$ cat config.mk
export PLATFORM = sky130hd
export DESIGN_NAME = sha256_hash_engine_unit
export DESIGN_NICKNAME = d
export VERILOG_FILES = /design/src/rtl/sha_pkg.sv /design/src/rtl/sha_round_core.sv /design/src/rtl/sha256_hash_engine_unit.sv
export SDC_FILE = /design/constraint.sdc
export NUM_CORES = 2
export LEC_CHECK = 0
export BUFFER_PORTS_ARGS = -buffer_cell sky130_fd_sc_hd__buf_4
export CAP_MARGIN = 10
export CORE_ASPECT_RATIO = 1.1
export CORE_MARGIN = 10
export CORE_UTILIZATION = 40
export DETAILED_ROUTE_END_ITERATION = 16
export GPL_TIMING_DRIVEN = 0
export SETUP_SLACK_MARGIN = 0.4
export SLEW_MARGIN = 10
export SYNTH_ARGS = -nofsm -noshare
export SYNTH_HDL_FRONTEND = slang
export SYNTH_SLANG_ARGS = --single-unit
export TNS_END_PERCENT = 30
$ cat constraint.sdc
create_clock -name clk -period 22.3 [get_ports clk]
set_clock_uncertainty 0.2 [all_clocks]
set_input_delay 1.115 -clock clk [delete_from_list [all_inputs] [get_ports clk]]
set_output_delay 1.115 -clock clk [all_outputs]
set_load 0.01 [all_outputs]
$ cat src/rtl/sha_pkg.sv
package sha_pkg;

  localparam int unsigned WordW = 32;

  typedef logic [WordW-1:0] word_t;

  typedef enum logic [2:0] {
    ST_IDLE,
    ST_PAD,
    ST_INIT,
    ST_ROUND,
    ST_FOLD,
    ST_EMIT
  } state_t;

  // flags from the sequencer to the round core
  typedef struct packed {
    logic load;
    logic step;
    logic fold;
  } core_ctl_t;

  localparam word_t PadWord = 32'h8000_0000;

  function automatic word_t round_k(input logic [5:0] t);
    word_t k;
    unique case (t)
      6'd0: k = 32'h428a2f98; 6'd1: k = 32'h71374491; 6'd2: k = 32'hb5c0fbcf;
      6'd3: k = 32'he9b5dba5; 6'd4: k = 32'h3956c25b; 6'd5: k = 32'h59f111f1;
      6'd6: k = 32'h923f82a4; 6'd7: k = 32'hab1c5ed5; 6'd8: k = 32'hd807aa98;
      6'd9: k = 32'h12835b01; 6'd10: k = 32'h243185be; 6'd11: k = 32'h550c7dc3;
      6'd12: k = 32'h72be5d74; 6'd13: k = 32'h80deb1fe; 6'd14: k = 32'h9bdc06a7;
      6'd15: k = 32'hc19bf174; 6'd16: k = 32'he49b69c1; 6'd17: k = 32'hefbe4786;
      6'd18: k = 32'h0fc19dc6; 6'd19: k = 32'h240ca1cc; 6'd20: k = 32'h2de92c6f;
      6'd21: k = 32'h4a7484aa; 6'd22: k = 32'h5cb0a9dc; 6'd23: k = 32'h76f988da;
      6'd24: k = 32'h983e5152; 6'd25: k = 32'ha831c66d; 6'd26: k = 32'hb00327c8;
      6'd27: k = 32'hbf597fc7; 6'd28: k = 32'hc6e00bf3; 6'd29: k = 32'hd5a79147;
      6'd30: k = 32'h06ca6351; 6'd31: k = 32'h14292967; 6'd32: k = 32'h27b70a85;
      6'd33: k = 32'h2e1b2138; 6'd34: k = 32'h4d2c6dfc; 6'd35: k = 32'h53380d13;
      6'd36: k = 32'h650a7354; 6'd37: k = 32'h766a0abb; 6'd38: k = 32'h81c2c92e;
      6'd39: k = 32'h92722c85; 6'd40: k = 32'ha2bfe8a1; 6'd41: k = 32'ha81a664b;
      6'd42: k = 32'hc24b8b70; 6'd43: k = 32'hc76c51a3; 6'd44: k = 32'hd192e819;
      6'd45: k = 32'hd6990624; 6'd46: k = 32'hf40e3585; 6'd47: k = 32'h106aa070;
      6'd48: k = 32'h19a4c116; 6'd49: k = 32'h1e376c08; 6'd50: k = 32'h2748774c;
      6'd51: k = 32'h34b0bcb5; 6'd52: k = 32'h391c0cb3; 6'd53: k = 32'h4ed8aa4a;
      6'd54: k = 32'h5b9cca4f; 6'd55: k = 32'h682e6ff3; 6'd56: k = 32'h748f82ee;
      6'd57: k = 32'h78a5636f; 6'd58: k = 32'h84c87814; 6'd59: k = 32'h8cc70208;
      6'd60: k = 32'h90befffa; 6'd61: k = 32'ha4506ceb; 6'd62: k = 32'hbef9a3f7;
      default: k = 32'hc67178f2;
    endcase
    return k;
  endfunction

  function automatic word_t init_value(input logic mode, input logic [2:0] i);
    word_t v;
    unique case (i)
      3'd0: v = mode ? 32'hc1059ed8 : 32'h6a09e667;
      3'd1: v = mode ? 32'h367cd507 : 32'hbb67ae85;
      3'd2: v = mode ? 32'h3070dd17 : 32'h3c6ef372;
      3'd3: v = mode ? 32'hf70e5939 : 32'ha54ff53a;
      3'd4: v = mode ? 32'hffc00b31 : 32'h510e527f;
      3'd5: v = mode ? 32'h68581511 : 32'h9b05688c;
      3'd6: v = mode ? 32'h64f98fa7 : 32'h1f83d9ab;
      default: v = mode ? 32'hbefa4fa4 : 32'h5be0cd19;
    endcase
    return v;
  endfunction

endpackage

$ cat src/rtl/sha_round_core.sv
module sha_round_core
  import sha_pkg::*;
(
  input  logic       clk,
  input  logic       rst_n,
  input  logic       init_chain,
  input  logic       mode,
  input  core_ctl_t  ctl,
  input  logic [5:0] round,
  input  logic       wr_en,
  input  logic [3:0] wr_addr,
  input  word_t      wr_data,
  input  logic [2:0] out_sel,
  output word_t      out_word
);

  word_t chain_r [8];
  word_t regs_r [8];
  word_t win_r [16];
  word_t w, x2, x15, s1, ch, t1, s0, mj, sg0, sg1, wnew;

  function automatic word_t rotr(input word_t x, input int unsigned n);
    return (x >> n) | (x << (WordW - n));
  endfunction

  // message schedule: rolling window, a new word from round 16 on
  always_comb begin
    x2   = win_r[4'(round - 6'd2)];
    x15  = win_r[4'(round - 6'd15)];
    sg1  = rotr(x2, 17) ^ rotr(x2, 19) ^ (x2 >> 10);
    sg0  = rotr(x15, 7) ^ rotr(x15, 18) ^ (x15 >> 3);
    wnew = sg1 + win_r[4'(round - 6'd7)] + sg0 + win_r[round[3:0]];
    w    = (round >= 6'd16) ? wnew : win_r[round[3:0]];
  end

  // one compression round
  always_comb begin
    s1 = rotr(regs_r[4], 6) ^ rotr(regs_r[4], 11) ^ rotr(regs_r[4], 25);
    ch = (regs_r[4] & regs_r[5]) ^ (~regs_r[4] & regs_r[6]);
    t1 = regs_r[7] + s1 + ch + round_k(round) + w;
    s0 = rotr(regs_r[0], 2) ^ rotr(regs_r[0], 13) ^ rotr(regs_r[0], 22);
    mj = (regs_r[0] & regs_r[1]) ^ (regs_r[0] & regs_r[2]) ^ (regs_r[1] & regs_r[2]);
  end

  // window writes from the loader or the schedule
  always_ff @(posedge clk) begin
    if (wr_en) begin
      win_r[wr_addr] <= wr_data;
    end else if (ctl.step && round >= 6'd16) begin
      win_r[round[3:0]] <= wnew;
    end
  end

  // working registers
  always_ff @(posedge clk) begin
    if (!rst_n) begin
      for (int i = 0; i < 8; i++) regs_r[i] <= '0;
    end else if (ctl.load) begin
      for (int i = 0; i < 8; i++) regs_r[i] <= chain_r[i];
    end else if (ctl.step) begin
      regs_r[0] <= t1 + s0 + mj;
      regs_r[1] <= regs_r[0];
      regs_r[2] <= regs_r[1];
      regs_r[3] <= regs_r[2];
      regs_r[4] <= regs_r[3] + t1;
      regs_r[5] <= regs_r[4];
      regs_r[6] <= regs_r[5];
      regs_r[7] <= regs_r[6];
    end
  end

  // chaining value
  always_ff @(posedge clk) begin
    if (!rst_n || init_chain) begin
      for (int i = 0; i < 8; i++) chain_r[i] <= init_value(rst_n ? mode : 1'b0, 3'(i));
    end else if (ctl.fold) begin
      for (int i = 0; i < 8; i++) chain_r[i] <= chain_r[i] + regs_r[i];
    end
  end

  assign out_word = chain_r[out_sel];

endmodule

$ cat src/rtl/sha256_hash_engine_unit.sv
// sha-256 / sha-224 hash engine
// input stream: one big-endian 32-bit message word per transaction; in_tdata holds
// the word, in_tuser the count of valid bytes (0..4, upper first), in_tlast ends the
// message. only the final word may be short; an empty final transaction is legal.
// output stream: eight digest words (seven in sha-224 mode) after the final word,
// out_tlast marks the last one. the engine then restarts for the next message.
// cfg_we/cfg_wdata write digest_mode (0 sha-256, 1 sha-224) and reset the chaining value, length and position;
// write only while idle.
// throughput: one word is taken per cycle while idle; every sixteenth word starts a block
// compression of 64 rounds plus load and fold, during which in_tready is low. the
// round unit is a single shared adder chain stepped once per cycle.
// the final word adds padding: one pad word loaded per cycle, plus one or two
// compressions, then one digest word per cycle unless out_tready stalls; out_tvalid
// holds and the engine waits; nothing else moves until the digest is drained.
// reset (synchronous, rst_n low) selects sha-256 and clears length and position.
module sha256_hash_engine_unit
  import sha_pkg::*;
(
  input  logic        clk,
  input  logic        rst_n,
  input  logic        cfg_we,
  input  logic        cfg_wdata,     // digest_mode
  input  logic        in_tvalid,
  output logic        in_tready,
  input  logic [31:0] in_tdata,      // message_word
  input  logic [2:0]  in_tuser,      // valid_bytes
  input  logic        in_tlast,      // message_end
  output logic        out_tvalid,
  input  logic        out_tready,
  output logic [31:0] out_tdata,     // digest_word
  output logic        out_tlast      // digest_last
);

  state_t state_r, state_nxt;
  logic        mode_r;
  logic [3:0]  pos_r, pos_nxt;
  logic [63:0] len_r, len_nxt;
  logic [5:0]  round_r, round_nxt;
  logic [2:0]  oidx_r, oidx_nxt;
  logic        fin_r, fin_nxt;      // padding in progress
  logic        lenw_r, lenw_nxt;    // length words may go in this block
  logic        pend_r, pend_nxt;    // pad word still owed after a full last word
  logic        lenblk_r;            // block just compressed held the length
  core_ctl_t   ctl;
  logic        wr_en, init_chain;
  word_t       wr_data, digest;
  logic [2:0]  nb;
  logic        acc;

  assign acc = in_tvalid && in_tready;
  assign nb  = (in_tuser > 3'd4) ? 3'd4 : in_tuser;

  // mode register
  always_ff @(posedge clk) begin
    if (!rst_n) begin
      mode_r <= 1'b0;
    end else if (cfg_we) begin
      mode_r <= cfg_wdata;
    end
  end

  always_ff @(posedge clk) begin
    if (!rst_n) begin
      state_r <= ST_IDLE;
      pos_r   <= '0;
      len_r   <= '0;
      round_r <= '0;
      oidx_r  <= '0;
      fin_r   <= 1'b0;
      lenw_r  <= 1'b0;
      pend_r  <= 1'b0;
    end else begin
      state_r <= state_nxt;
      pos_r   <= pos_nxt;
      len_r   <= len_nxt;
      round_r <= round_nxt;
      oidx_r  <= oidx_nxt;
      fin_r   <= fin_nxt;
      lenw_r  <= lenw_nxt;
      pend_r  <= pend_nxt;
    end
  end

  // sequencer
  always_comb begin
    state_nxt  = state_r;
    pos_nxt    = pos_r;
    len_nxt    = len_r;
    round_nxt  = round_r;
    oidx_nxt   = oidx_r;
    fin_nxt    = fin_r;
    lenw_nxt   = lenw_r;
    pend_nxt   = pend_r;
    ctl        = '0;
    wr_en      = 1'b0;
    wr_data    = in_tdata;
    init_chain = cfg_we;
    in_tready  = 1'b0;
    out_tvalid = 1'b0;
    unique case (state_r)
      ST_IDLE: begin
        in_tready = 1'b1;
        if (acc) begin
          wr_en   = 1'b1;
          pos_nxt = pos_r + 4'd1;
          if (!in_tlast) begin
            len_nxt = len_r + 64'd32;
            if (pos_r == 4'd15) state_nxt = ST_INIT;
          end else begin
            len_nxt = len_r + {58'd0, nb, 3'd0};
            fin_nxt = 1'b1;
            unique case (nb)
              3'd0: wr_data = PadWord;
              3'd1: wr_data = {in_tdata[31:24], 24'h800000};
              3'd2: wr_data = {in_tdata[31:16], 16'h8000};
              3'd3: wr_data = {in_tdata[31:8], 8'h80};
              default: wr_data = in_tdata;
            endcase
            // full last word still needs its own pad word
            pend_nxt  = (nb == 3'd4);
            // length fits behind the pad word only up to position 13
            lenw_nxt  = (nb != 3'd4) && (pos_r < 4'd14);
            state_nxt = (pos_r == 4'd15) ? ST_INIT : ST_PAD;
          end
        end
      end
      ST_PAD: begin
        wr_en   = 1'b1;
        pos_nxt = pos_r + 4'd1;
        if (pend_r) begin
          wr_data  = PadWord;
          pend_nxt = 1'b0;
          lenw_nxt = (pos_r < 4'd14);
        end else if (lenw_r && pos_r == 4'd14) begin
          wr_data = len_r[63:32];
        end else if (lenw_r && pos_r == 4'd15) begin
          wr_data = len_r[31:0];
        end else begin
          wr_data = '0;
        end
        if (pos_r == 4'd15) state_nxt = ST_INIT;
      end
      ST_INIT: begin
        ctl.load  = 1'b1;
        round_nxt = '0;
        state_nxt = ST_ROUND;
      end
      ST_ROUND: begin
        ctl.step  = 1'b1;
        round_nxt = round_r + 6'd1;
        if (round_r == 6'd63) state_nxt = ST_FOLD;
      end
      ST_FOLD: begin
        ctl.fold = 1'b1;
        if (!fin_r) begin
          state_nxt = ST_IDLE;
        end else if (lenblk_r) begin
          state_nxt = ST_EMIT;
          oidx_nxt  = '0;
        end else begin
          lenw_nxt  = 1'b1;
          state_nxt = ST_PAD;
        end
      end
      ST_EMIT: begin
        out_tvalid = 1'b1;
        if (out_tready) begin
          oidx_nxt = oidx_r + 3'd1;
          if (out_tlast) begin
            init_chain = 1'b1;
            state_nxt  = ST_IDLE;
            pos_nxt    = '0;
            len_nxt    = '0;
            fin_nxt    = 1'b0;
            lenw_nxt   = 1'b0;
            pend_nxt   = 1'b0;
          end
        end
      end
      default: state_nxt = ST_IDLE;
    endcase
    if (cfg_we) begin
      pos_nxt = '0;
      len_nxt = '0;
    end
  end

  // length words went in if the block finished from the length-writing pad path
  always_ff @(posedge clk) begin
    if (!rst_n) begin
      lenblk_r <= 1'b0;
    end else if (state_r == ST_PAD) begin
      lenblk_r <= lenw_r && pos_r == 4'd15;
    end else if (state_r == ST_IDLE) begin
      lenblk_r <= 1'b0;
    end
  end

  sha_round_core u_core (
    .clk        (clk),
    .rst_n      (rst_n),
    .init_chain (init_chain),
    .mode       (cfg_we ? cfg_wdata : mode_r),
    .ctl        (ctl),
    .round      (round_r),
    .wr_en      (wr_en),
    .wr_addr    (pos_r),
    .wr_data    (wr_data),
    .out_sel    (oidx_r),
    .out_word   (digest)
  );

  assign out_tdata = digest;
  assign out_tlast = (oidx_r == (mode_r ? 3'd6 : 3'd7));

  // checks
  a_out_only_emit: assert property (@(posedge clk) disable iff (!rst_n)
    out_tvalid |-> !in_tready) else $error("output while accepting input");
  a_round_wrap: assert property (@(posedge clk) disable iff (!rst_n)
    (state_r == ST_ROUND && round_r == 6'd63) |=> state_r == ST_FOLD)
    else $error("round count broken");
  a_emit_hold: assert property (@(posedge clk) disable iff (!rst_n)
    (out_tvalid && !out_tready) |=> out_tvalid && $stable(oidx_r))
    else $error("digest dropped under stall");
  a_pos_clear: assert property (@(posedge clk) disable iff (!rst_n)
    (state_r == ST_EMIT && out_tready && out_tlast) |=> pos_r == 4'd0)
    else $error("position not cleared after digest");

endmodule
==> results.py <==
metrics = {
    "worst_setup_path": {
        "path_max_fanout": 10,
        "cp_num_buf_inv": 9,
        "startpoint_type": "flip-flop",
        "crit_cells": 51,
        "reg2reg_depth": 51,
        "cp.required_ns": 22.63,
        "cp_slowest_cell": "buf_1",
        "crit_type": "reg2reg",
        "slowest_delay_ns": 0.94,
        "cp_top_family": "buffers and inverters",
        "critical_path.endpoint_type": "flip-flop",
        "arrival_ns": 18.71,
    },
    "clock_tree": {
        "ctsResizeCount": 0,
        "cts_setup_buffers": 0,
        "clock-sinks": 1145,
        "clk-insertion-delay-late_ns": 0.84,
        "holdBufCountCts": 0,
        "cts-root-buf": "clkbuf_16",
        "cts.path.max_buffers": 3,
        "path_clk_slew_ns": 0.07,
        "cts_buffers": 138,
        "cts_tree": "done",
        "htree_num_levels": 4,
    },
    "drt": {
        "drt_pass1_iterations": 6,
        "vias": 65490,
        "drtAntennaViolNets": 0,
        "wl_per_cell_um": 33.59,
        "viasPerCell": 6.467,
        "remaining_drc_errors": 0,
        "routed_wl_um": 340200,
        "drt_iter0_drc": 8643,
    },
    "hold_path": {
        "whs_path_depth": 2,
        "hold_path_class": "reg2reg",
    },
    "grt": {
        "grt_max_degree": 74,
        "grt_overflow": 0,
        "antenna_found_initial": 15,
        "grt_pass1_wl_um": 474300,
        "grt_pass1_vias": 64780,
        "grt_usage": 0.2935,
    },
    "logic_synthesis": {
        "synth.cell_area_mm2": 0.08237,
        "syn_avg_cell_area_um2": 11.78,
        "synth.net_count": 7631,
        "synth_compound_area_frac": 0.1348,
        "synthAdderAreaFrac": 0.1102,
        "synth_top_family_by_area": "multiplexers",
        "syn_inst": 6995,
        "ys.flop_type": "edfxtp_1",
        "ys_ff_latch": 1145,
        "synth_edf_count": 1024,
        "ys_seq_area_frac": 0.4027,
        "ys_types": 89,
        "yosysWarningCount": 0,
        "synthSimpleGateAreaFrac": 0.07771,
        "synth-xor-area-share": 0.06638,
        "muxShareOfSynthArea": 0.1702,
        "async_flop_share": 0,
    },
    "timing": {
        "timing_worst_slew_pin_value_ns": 1.430,
        "setup_violations": 0,
        "finalCriticalPeriod_ns": 18.38,
        "report.final.slew_viol_count": 0,
        "max_freq_mhz": 54.42,
        "finalCritPeriodShare": 0.8240,
        "relSlewSlack": 0.04697,
        "hold_viol": 0,
        "grt_setup_unrepaired": "false",
    },
    "placed_design": {
        "globalplace.congestion": 1.003,
        "dp_hpwl_um": 263000,
        "port_buffers": 75,
    },
    "final_layout": {
        "seqCellArea_mm2": 0.03317,
        "layout-drive-gt1-share": 0.1474,
        "synthToLayoutAreaGrowth_pct": 12.32,
        "n_fill_cell": 18710,
        "nNetsFinal": 7912,
        "final_util": 0.4521,
        "multi_input_area_mm2": 0.04633,
    },
    "floorplan": {
        "die_y_um": 495.9,
        "start_util": 0.4025,
        "rows": 174,
        "coreArea_mm2": 0.2046,
        "pin_count": 77,
        "design.die.area_mm2": 0.2245,
        "die_w_um": 452.7,
    },
    "pwr": {
        "power.density_mw_per_mm2": 90.09,
        "p_total_uw": 8335,
        "p_leak_uw": 0.03320,
        "ir_drop_mv": 0.07942,
    },
    "outcome": {
        "outcome": "completed",
    },
    "job": {
        "cap_violations": 0,
    },
}
-- registers in the layout, summed over array words and instances, names as in the netlist, named ones only --
name,flops
len_r,61
lenblk_r,1
u_core.chain_r,256
mode_r,1
lenw_r,1
u_core.regs_r,256
state_r,3
round_r,6
pend_r,1
pos_r,4
oidx_r,3
u_core.win_r,512
fin_r,1
-- path summary, 6_finish.rpt --
check        startpoint                   end  slack [ns]
max          round_r[1]  u_core.regs_r[0][31]        3.92
min               fin_r                 fin_r        0.29
max reg2reg  round_r[1]  u_core.regs_r[0][31]        3.92
min reg2reg       fin_r                 fin_r        0.29
-- through the flow --
stage	TNS [ns]	setup WS (ns)	area [um^2]	hold slack, ns	instances
global route	0	3.409	92500	0.3342	10120
global placement	-2773.93	-10.88	86350	0.2706	9798
finish	0	3.924	92520	0.2934	10130
floorplan	0	2.294	82370	0.2487	6995
CTS	0	4.242	92330	0.2902	10110
detailed placement	0	4.294	87790	0.2775	9855
-- cells in the mapped netlist, drive strengths merged (19+ instances only) --
master | number | area [um^2]
edfxtp | 1024 | 30750
mux4 | 574 | 12980
nand2 | 498 | 1869
a21oi | 445 | 2231
o21ai | 430 | 2152
inv | 408 | 1531
ha | 398 | 4980
nor2 | 396 | 1486
xnor2 | 344 | 3039
clkbuf | 319 | 1197
xor2 | 273 | 2406
fa | 196 | 3924
a21o | 174 | 1306
a22o | 143 | 1252
dfxtp | 121 | 2422
nor3 | 106 | 535.5
buf | 93 | 387.9
nand3 | 90 | 450.4
nand2b | 82 | 513.0
o21a | 71 | 533.0
mux2i | 63 | 630.6
a211oi | 58 | 435.4
a31oi | 57 | 356.6
o31ai | 46 | 350.3
o21bai | 44 | 330.3
and3 | 43 | 269.0
nor2b | 43 | 269.0
mux2 | 37 | 416.7
nand4 | 28 | 175.2
and2 | 27 | 168.9
or3 | 24 | 150.1
a221oi | 23 | 201.4
o211ai | 22 | 165.2
or2 | 21 | 131.4
a21boi | 19 | 142.6
a222oi | 19 | 190.2
-- layout make-up --
cell class,instances,share of cell area
well taps,2728,0.03689
plain buffers,412,0.01766
diodes,10,0.0002705
repair buffers,141,0.01997
multi-input cells,5027,0.5007
clock buffers,170,0.04030
inverters,411,0.01681
clock inverters,83,0.008844
flip-flops and latches,1145,0.3585
-- cell families (layout without fill, tap and decap cells) --
group	count (synthesis)	count (layout)
DFF	1145	1145
buffers and inverters	823	1217
adders and majority gates	611	611
other	0	10
and+or+nand+nor	1409	1409
AOI/OAI and AO/OA	1715	1715
xor gates and xnor gates	618	618
muxes	674	674
-- layer usage --
| metal | GRT usage | part of all wire | vias up |
|---|---|---|---|
| met4 | 0.2072 | 0.088 | 10 |
| met5 | 0 | 0.00020 | - |
| li1 | - | - | 27210 |
| met3 | 0.06494 | 0.093 | 1079 |
| met2 | 0.4889 | 0.47 | 4177 |
| met1 | 0.3346 | 0.35 | 33020 |
-- placed cells by master (no fill, tap or decap), drive strengths merged, types with 106 or more instances in the layout --
cell,count
buf,229
nor2,396
dfxtp,121
inv,416
o21ai,430
mux4,574
edfxtp,1024
xnor2,344
fa,196
clkbuf,494
nand2,498
ha,398
a21oi,445
xor2,273
a22o,143
nor3,106
a21o,174
-- report_power, final --
group / leakage, uW / internal (uW) / total (uW) / switching [uW]
clock network: 0.00222 / 1330 / 2330 / 1010
registers: 0.0107 / 2420 / 2490 / 71.9
logic: 0.0203 / 1370 / 3510 / 2140
-- worst register-to-register path, delay by kind of cell, from the launching register on --
family	cells	cell delay (ns)
adder cells (fa/ha/maj)	10	4.24
buffers and inverters	9	4.83
XOR/XNOR	6	2.37
flip-flops	1	0.53
AND/OR/NAND/NOR	7	1.07
multiplexers	2	1.01
AO/OA/AOI/OAI	17	3.86
No activity file was read; power rests on OpenSTA's default activity.
